$ cat config.mk
export PLATFORM = sky130hd
export DESIGN_NAME = mmpd_front
export DESIGN_NICKNAME = d
export VERILOG_FILES = /design/src/sv/mmpd_pkg.sv /design/src/sv/mmpd_front.sv
export SDC_FILE = /design/constraint.sdc
export NUM_CORES = 1
export LEC_CHECK = 0
export CORE_AREA = 2 2 65 67
export DETAILED_ROUTE_END_ITERATION = 8
export DIE_AREA = 0 0 67 69
export DONT_BUFFER_PORTS = 1
export GPL_ROUTABILITY_DRIVEN = 0
export PLACE_DENSITY = 0.43
export SYNTH_ARGS = -nofsm -noshare
export SYNTH_HDL_FRONTEND = slang
export SYNTH_SLANG_ARGS = --single-unit
$ cat constraint.sdc
create_clock -name vclk -period 0.8
set_input_delay 0.08 -clock vclk [all_inputs]
set_output_delay 0.08 -clock vclk [all_outputs]
set_load 0.01 [all_outputs]
$ cat src/sv/mmpd_pkg.sv
// Shared types, codes and constants of the multi-mode pixel decoder.
// No dependencies; every other file except mmpd_ram refers to this package by scoped names.
package mmpd_pkg;

    localparam int RGB_W   = 24;
    localparam int BYTE_W  = 8;
    localparam int MAX_PIX = 8;
    localparam int PIX_W   = 3;

    typedef enum logic [1:0] {
        MODE_CGA    = 2'd0,
        MODE_GREY   = 2'd1,
        MODE_PLANAR = 2'd2,
        MODE_VGA256 = 2'd3
    } pixel_mode_t;

    localparam logic KIND_PALETTE = 1'b0;
    localparam logic KIND_DATA    = 1'b1;

    localparam logic [PIX_W-1:0] LAST_OF_FOUR  = 3'd3;
    localparam logic [PIX_W-1:0] LAST_OF_EIGHT = 3'd7;

    localparam logic [RGB_W-1:0] GREY_0 = 24'h000000;
    localparam logic [RGB_W-1:0] GREY_1 = 24'h444444;
    localparam logic [RGB_W-1:0] GREY_2 = 24'h888888;
    localparam logic [RGB_W-1:0] GREY_3 = 24'hcccccc;

    // One classified item, as handed from the front end to the back end.
    typedef struct packed {
        logic                                is_write;
        logic                                grey;
        logic [PIX_W-1:0]                    last_pix;
        logic [BYTE_W-1:0]                   slot;
        logic [RGB_W-1:0]                    colour;
        logic [MAX_PIX-1:0][BYTE_W-1:0]      idx;
    } entry_t;

    function automatic logic [RGB_W-1:0] grey_level(input logic [1:0] g);
        logic [RGB_W-1:0] v;
        unique case (g)
            2'd0: v = GREY_0;
            2'd1: v = GREY_1;
            2'd2: v = GREY_2;
            2'd3: v = GREY_3;
            default: v = GREY_0;
        endcase
        return v;
    endfunction

endpackage

$ cat src/sv/mmpd_front.sv
// Front end: classifies an input beat and unpacks its pixel indices by mode.
// Depends on mmpd_pkg.
module mmpd_front (
    input  mmpd_pkg::pixel_mode_t mode,
    input  logic                  kind,
    input  logic [63:0]           data,
    output mmpd_pkg::entry_t      entry
);

    logic [7:0] b0, b1, b2, b3;

    assign b0 = data[39:32];
    assign b1 = data[47:40];
    assign b2 = data[55:48];
    assign b3 = data[63:56];

    always_comb begin
        entry          = '0;
        entry.is_write = (kind == mmpd_pkg::KIND_PALETTE);
        entry.slot     = data[7:0];
        entry.colour   = data[31:8];
        unique case (mode)
            mmpd_pkg::MODE_CGA, mmpd_pkg::MODE_GREY: begin
                entry.grey     = (mode == mmpd_pkg::MODE_GREY);
                entry.last_pix = mmpd_pkg::LAST_OF_FOUR;
                // most significant pair is the leftmost pixel
                for (int i = 0; i < 4; i++) begin
                    entry.idx[i] = {6'b0, b0[7-2*i -: 2]};
                end
            end
            mmpd_pkg::MODE_PLANAR: begin
                entry.last_pix = mmpd_pkg::LAST_OF_EIGHT;
                for (int i = 0; i < 8; i++) begin
                    entry.idx[i] = {4'b0, b3[7-i], b2[7-i], b1[7-i], b0[7-i]};
                end
            end
            mmpd_pkg::MODE_VGA256: begin
                entry.last_pix = mmpd_pkg::LAST_OF_FOUR;
                entry.idx[0]   = b0;
                entry.idx[1]   = b1;
                entry.idx[2]   = b2;
                entry.idx[3]   = b3;
            end
            default: begin
                entry.last_pix = mmpd_pkg::LAST_OF_FOUR;
            end
        endcase
    end

endmodule

==> summary.md <==
| Metric | Value |
|---|---|
| Vert. Die Dim | 69 um |
| Worst Hold Launch | data[12] |
| Via count of the first global-routing pass | 550 |
| Data required time at the worst endpoint | 0.72 ns |
| Top post-synthesis cells by count | buf_4 (51), and2_1 (16), and3_1 (16), mux2i_1 (16), nor2b_1 (9) |
| Final period util | 0.799 |
| Number of standard cells after synthesis | 136 |
| Die boundary width | 67 um |
| P_leak | 0.360 nW |
| Half-perimeter wire length after placement | 1660 um |
| Count of clock buffers in the final design | 0 |
| Xor/xnor cell area share of the yosys netlist | 0 |
| Routed length per instance | 14.0 um |
| 1st-iter DRT viols | 15 |
| Synth top area cells | buf_4 (40%), mux2i_1 (17%), and2_1 (11%) |
| Number of endpoints with negative hold slack in the final report | 0 |
| Multiplexer area fraction after synthesis | 0.168 |
| Mapped Avg Cell Area | 7.00 um2 |
| Final Net Count | 164 |
| Count of cell types in the netlist | 14 |
| Storage element area | 0 um2 |
| Post-CTS Repair Setup Buffers | 0 |
| Number of max-cap violations | 0 |
| Wire length of the first global-routing pass | 2610 um |
| Initial antenna violation count | 0 |
| Number of placement rows | 23 |
| Diode insertion count for antenna repair | 0 |
| Share of synthesized area occupied by flip-flops and latches | 0 |
| Critical path fanouts, max | 42 |
| Minimum hold slack | 0.160 ns |
| Min-Delay Endpoint | entry[68] |
| Warnings, synthesis | 0 |
| Type of element launching the critical path | primary input |
| Area of the die | 4620 um2 |
| Number of buffers added to fix hold violations after cts | 0 |
| Crit path kind | in2out |
| Element type at the critical path end | primary output |
| Final setup violation count | 0 |
| Complex-gate fraction of the synthesized area | 0.0420 |
| Worst hold path depth | 0 |
| Count of unresolved DRC violations after routing | 0 |
| Detailed Route WL | 2030 um |
| CP arrival | 0.56 ns |
| Synth top area share | 0.402 |
| Number of nets with antenna violations after routing | 0 |
| Core Footprint | 3910 um2 |
| Overflow after GRT | 0 |
| TNS Setup | 0 ns |
| Via count | 672 |
| Synth Cell Area | 952 um2 |
| Ratio of total power to cell area | 458 nW/um2 |
| Ports | 168 |
| Fraction of layout instances using a drive strength above 1 | 0.0316 |
| Status | finished, final reports clean |
| Signed area change from the synthesized netlist to the final layout | -30.5% |
| Final count of pins violating max slew | 0 |
| Initial Utilization | 0.243 |
| Unrepaired setup endpoints after global routing | false |
| Top-count cell post-synth | buf_4 |
| Area share of fa/ha/maj cells after synthesis | 0 |
| Total routing resource utilization after global routing | 0.0673 |
| Area of combinational cells with multiple inputs | 568 um2 |
| Min Clock Period, post-route | 0.639 ns |
| Simple-gate area share of the yosys netlist | 0.315 |
| Fmax | 1.57 GHz |
| Pin count of the biggest net entering global routing | 43 |
| First-pass iteration count of the detailed router | 2 |
| Flip-flop and latch count | 0 |
| Fill cell instance count of the final layout | 450 |
| Worst-case vdd ir drop | 0.0000592 V |
| Class of the tightest hold or removal check | in2out |
| Routed via count divided by cell count | 4.63 |
| Main combinational cell family by area after synthesis | buffers and inverters |
| Total of cells resized after clock tree synthesis | 0 |
| Number of input and output port buffers inserted | 0 |
| Biggest area consumer among synthesized cells | buf_4 |
==> report_power, final <==
group	switching (mW)	leakage, nW	internal, mW	total [mW]
Combinational	0.185	0.360	0.118	0.303
Sequential	0	0	0	0
Clock	0	0	0	0
Total	0.185	0.360	0.118	0.303
==> metal layers <==
metal / track usage / vias to the layer above / wire (um)
met4: 0.0136 / 0 / 33
met3: 0.0245 / 6 / 387
met1: 0.0600 / 288 / 604
li1: - / 290 / -
met2: 0.136 / 88 / 1010
met5: 0 / - / 0
==> cells in the final DEF (no fill, tap or decap) <==
cell type,synthesis,layout
nor2_1,8,8
mux2i_1,16,16
buf_4,51,1
and3_1,16,16
conb_1,2,18
inv_1,1,1
a21oi_1,8,8
buf_12,0,1
and2_1,16,16
nor2b_4,1,1
nor2b_1,9,9
==> worst max-delay path by stage <==
stage                  from        end
global route        mode[1]  entry[33]
finish              mode[1]  entry[50]
floorplan           mode[0]   entry[0]
global placement    mode[1]  entry[43]
CTS                 mode[1]  entry[50]
detailed placement  mode[1]  entry[50]
==> kinds of logic after synthesis <==
| group | after synthesis |
|---|---|
| compound gates | 8 |
| other cells | 2 |
| mux | 16 |
| buf+inv | 60 |
| simple gates | 50 |
==> area by class of cell <==
class | count | area share
Timing Repair Buffer | 2 | 0.0416
Multi-Input combinational cell | 92 | 0.858
Inverter | 1 | 0.00567
Tap cell | 50 | 0.0945
==> stage by stage <==
stage          power, mW  instances   util  cell area (um2)  setup WS [ns]
6_report           0.303        145  0.169              662          0.161
5_1_grt            0.335        145  0.169              662          0.116
4_1_cts            0.306        145  0.169              662          0.164
3_5_place_dp       0.305        145  0.169              662          0.164
3_3_place_gp       0.305        145  0.169              662          0.165
2_1_floorplan      0.560        152      -             1010         0.0333
==> worst max-delay path, stage by stage <==
cell and delay, ns:
nor2b_4 0.15, buf_12 0.14, and2_1 0.18
Note: power is estimated with default switching activity, not from simulation.
