--- src/sv/mmpd_pkg.sv ---
// Shared types, codes and constants of the multi-mode pixel decoder.
// No dependencies; every other file except mmpd_ram refers to this package by scoped names.
package mmpd_pkg;

    localparam int RGB_W   = 24;
    localparam int BYTE_W  = 8;
    localparam int MAX_PIX = 8;
    localparam int PIX_W   = 3;

    typedef enum logic [1:0] {
        MODE_CGA    = 2'd0,
        MODE_GREY   = 2'd1,
        MODE_PLANAR = 2'd2,
        MODE_VGA256 = 2'd3
    } pixel_mode_t;

    localparam logic KIND_PALETTE = 1'b0;
    localparam logic KIND_DATA    = 1'b1;

    localparam logic [PIX_W-1:0] LAST_OF_FOUR  = 3'd3;
    localparam logic [PIX_W-1:0] LAST_OF_EIGHT = 3'd7;

    localparam logic [RGB_W-1:0] GREY_0 = 24'h000000;
    localparam logic [RGB_W-1:0] GREY_1 = 24'h444444;
    localparam logic [RGB_W-1:0] GREY_2 = 24'h888888;
    localparam logic [RGB_W-1:0] GREY_3 = 24'hcccccc;

    // One classified item, as handed from the front end to the back end.
    typedef struct packed {
        logic                                is_write;
        logic                                grey;
        logic [PIX_W-1:0]                    last_pix;
        logic [BYTE_W-1:0]                   slot;
        logic [RGB_W-1:0]                    colour;
        logic [MAX_PIX-1:0][BYTE_W-1:0]      idx;
    } entry_t;

    function automatic logic [RGB_W-1:0] grey_level(input logic [1:0] g);
        logic [RGB_W-1:0] v;
        unique case (g)
            2'd0: v = GREY_0;
            2'd1: v = GREY_1;
            2'd2: v = GREY_2;
            2'd3: v = GREY_3;
            default: v = GREY_0;
        endcase
        return v;
    endfunction

endpackage

--- src/sv/mmpd_queue.sv ---
// Two-entry queue of classified items between front and back end.
// Depends on mmpd_pkg.
module mmpd_queue (
    input  logic             aclk,
    input  logic             aresetn,
    input  logic             push_valid,
    output logic             push_ready,
    input  mmpd_pkg::entry_t push_entry,
    output logic             head_valid,
    output mmpd_pkg::entry_t head_entry,
    input  logic             pop
);

    mmpd_pkg::entry_t slots_reg [2];
    logic             wr_ptr_reg, wr_ptr_next;
    logic             rd_ptr_reg, rd_ptr_next;
    logic [1:0]       count_reg, count_next;
    logic             push;

    assign push_ready = (count_reg != 2'd2);
    assign head_valid = (count_reg != 2'd0);
    assign head_entry = slots_reg[rd_ptr_reg];
    assign push       = push_valid && push_ready;

    always_comb begin
        wr_ptr_next = push ? ~wr_ptr_reg : wr_ptr_reg;
        rd_ptr_next = pop ? ~rd_ptr_reg : rd_ptr_reg;
        count_next  = count_reg;
        if (push && !pop) begin
            count_next = count_reg + 2'd1;
        end else if (pop && !push) begin
            count_next = count_reg - 2'd1;
        end
    end

    always_ff @(posedge aclk) begin
        if (!aresetn) begin
            wr_ptr_reg <= 1'b0;
            rd_ptr_reg <= 1'b0;
            count_reg  <= 2'd0;
        end else begin
            wr_ptr_reg <= wr_ptr_next;
            rd_ptr_reg <= rd_ptr_next;
            count_reg  <= count_next;
        end
    end

    always_ff @(posedge aclk) begin
        if (push) begin
            slots_reg[wr_ptr_reg] <= push_entry;
        end
    end

endmodule

--- config.mk ---
export PLATFORM = sky130hd
export DESIGN_NAME = mmpd_queue
export DESIGN_NICKNAME = d
export VERILOG_FILES = /design/src/sv/mmpd_pkg.sv /design/src/sv/mmpd_queue.sv
export SDC_FILE = /design/constraint.sdc
export NUM_CORES = 1
export LEC_CHECK = 0
export BUFFER_PORTS_ARGS = -buffer_cell sky130_fd_sc_hd__buf_2
export CAP_MARGIN = 25
export CELL_PAD_IN_SITES_DETAIL_PLACEMENT = 2
export CELL_PAD_IN_SITES_GLOBAL_PLACEMENT = 2
export CORE_UTILIZATION = 32
export CTS_CLUSTER_SIZE = 40
export DETAILED_ROUTE_END_ITERATION = 10
export GPL_TIMING_DRIVEN = 1
export PLACE_DENSITY = 0.7
export RECOVER_POWER = 100
export SETUP_SLACK_MARGIN = 0.2
export SLEW_MARGIN = 20
export SYNTH_ARGS = -nofsm -noshare
export SYNTH_HDL_FRONTEND = slang
export SYNTH_SLANG_ARGS = --single-unit
--- constraint.sdc ---
create_clock -name aclk -period 5.7 [get_ports aclk]
set_clock_uncertainty 0.2 [all_clocks]
set_input_delay 0.285 -clock aclk [delete_from_list [all_inputs] [get_ports aclk]]
set_output_delay 0.285 -clock aclk [all_outputs]
set_load 0.1 [all_outputs]
==> impl_metrics.ini <==
[timing]
setup_tns_ns = 0
worst_pin_slew_ns = 2.70
finalSetupViolations = 0
fin_crit_sh_pct = 71.1
maxSlewHeadroom_pct = -79.8
rsz0062_at_grt = no
max_freq_ghz = 0.247
fin_crit_ns = 4.05
hold_violations = 0
maxSlewViolCount = 101

[layout]
fill_cells = 2218
nNetsFinal = 773
final_cell_mix = 202 x edfxtp_1, 192 x clkbuf_1, 105 x dlygate4sd3_1
drive_gt1_share_pct = 23.3
fin_util_pct = 45.5
fin_cells = 997
final_common_cell = edfxtp_1
area_growth_pct = 38.0
largest_reg_flops = 202

[pwr]
pwr-share-comb_pct = 27.5
p_switching_mw = 1.67
peakVddDrop_uv = 313
total_power_mw = 4.61
power.leakage_nw = 3.48
cellPowerDensity_nw_per_um2 = 441
seq_power_share_pct = 41.5
switching_share_pct = 36.4
clkPwrFrac_pct = 31.0
p_int_mw = 2.93

[place]
globalplace.congestion = 0.702
io_buffers = 207
dp_cells = 850
dp_hpwl_um = 11200

[synthesis]
synth_cell_types = 20
synth-seq-cells = 207
syn_inst = 338
mappedNetlistArea_um2 = 7560
syn_nets = 444
synth_seq_area_share_pct = 81.6
syn_area_per_cell_um2 = 22.4
ys_warn_count = 0

[global_route]
grt_antenna_before_repair = 1
grt_max_degree = 65
overflow = 0
track_usage_pct = 15.8
grt_pass1_vias = 5122
grt_pass1_wl_um = 29000

[drt]
drt_wl_total_um = 19100
first_iter_violations = 162
vias = 4363
routedWlPerCell_um = 19.2
drt_pass1_iterations = 4
vias_per_cell = 4.38
antenna_left = 0
drcViolationCount = 0

[run_status]
violations = capacitance limit, slew limit
status = finished with violations

[floorplanning]
die_x_um = 156
fp.dieH_um = 156
die_area_um2 = 24200
start_util_pct = 33.0
num_rows = 55
core_area_um2 = 22900
io_pins = 208

[worst_setup_path]
worstSetupStartpointType = flip-flop
arrival_ns = 3.97
critical_path_class = reg2reg
worstSetupEndpointType = flip-flop
crit_fanout = 55
required_ns = 5.62

[clock_tree]
htreeDepth = 1
cts_buffers = 23
cts_buffer_depth = 3
clk_pin_slew_ns = 0.06
clk-insertion-delay-late_ns = 0.49
cts_tree = built
cts_sinks = 207
ctsResizeCount = 0
cts_root_buffer = clkbuf_16

[min_path]
hp-class = in2reg

[flow_run]
cap_viol_max_count = 2
## timing repair
| action | in CTS | in global routing |
|---|---|---|
| hold buffers | 105 | 0 |
| endpoints found under the hold margin | 207 | 0 |
| buffers inserted | 0 | 0 |
## worst paths after layout
check / to / depth (start not counted) / start / slack, ns
worst max-delay path: slots_reg[1][17] / 3 / count_reg[0] / 1.65
worst min-delay path: slots_reg[0][36] / 2 / push_entry[36] / 0.32
worst max register to register: slots_reg[1][17] / 3 / count_reg[0] / 1.65
worst min register to register: count_reg[1] / 2 / count_reg[1] / 0.35
## kinds of logic (layout without fill, tap and decap cells)
logic type / Yosys count / in the layout / share of synthesized area [%]
AND/OR/NAND/NOR: 9 / 9 / 0.861
buffers and inverters: 13 / 358 / 1.61
flip-flops: 207 / 207 / 81.6
XOR/XNOR: 3 / 3 / 0.348
AO/OA/AOI/OAI: 4 / 4 / 0.397
adder cells (fa/ha/maj): 1 / 1 / 0.166
multiplexers: 101 / 101 / 15.0
other: 0 / 1 / 0
## worst max-delay path, cell delays in order (launching register included)
cell,delay [ns]
dfxtp_1,0.40
nand2b_1,0.22
and3_1,2.02
buf_4,0.81
## area by class of cell
type	instances	area (um2)	area share, %
Multi-Input combinational cell	118	1260	12.1
Timing Repair Buffer	315	1880	18.0
Tap cell	313	392	3.75
Sequential cell	207	6170	59.1
Antenna cell	1	2.50	0.0240
Clock buffer	33	633	6.07
Clock inverter	8	85.1	0.816
Inverter	2	8.76	0.0840
## power groups by stage
stage          clock network (mW)  logic [mW]  registers, mW
2_1_floorplan                   0        1.07           1.91
5_1_grt                      1.53        1.31           1.93
3_3_place_gp                    0        1.23           1.93
6_report                     1.43        1.27           1.91
4_1_cts                      1.46        1.31           1.91
3_5_place_dp                    0        1.25           1.94
## routing by layer
layer	global-route usage (%)	routed length, um
met5	0	0
met4	4.44	441
met1	16.9	7250
met3	3.61	953
met2	30.6	10500
## through the flow
step                worst slack [ns]  instance area [um2]  hold slack [ns]
floorplan                       1.86                 7560            0.184
global placement                2.90                 8910            0.272
detailed placement              2.85                 8910            0.277
CTS                             2.33                10700            0.288
global route                    1.21                10400            0.306
finish                          1.65                10400            0.317
## synth_stat cells
library cell | n | area share [%]
a21bo_2 | 1 | 0.13
a21boi_0 | 1 | 0.099
a21boi_1 | 1 | 0.099
and2_1 | 4 | 0.33
and3_1 | 1 | 0.083
buf_2 | 1 | 0.066
buf_4 | 1 | 0.099
buf_6 | 9 | 1.3
dfxtp_1 | 5 | 1.3
edfxtp_1 | 202 | 80
ha_1 | 1 | 0.17
inv_1 | 2 | 0.099
mux2_2 | 101 | 15
nand2b_4 | 1 | 0.18
nand3b_1 | 1 | 0.099
o21ai_0 | 1 | 0.066
or2_2 | 1 | 0.083
or3_1 | 1 | 0.083
xnor2_1 | 1 | 0.12
xor2_1 | 2 | 0.23
Note: power is estimated with default switching activity, not from simulation.
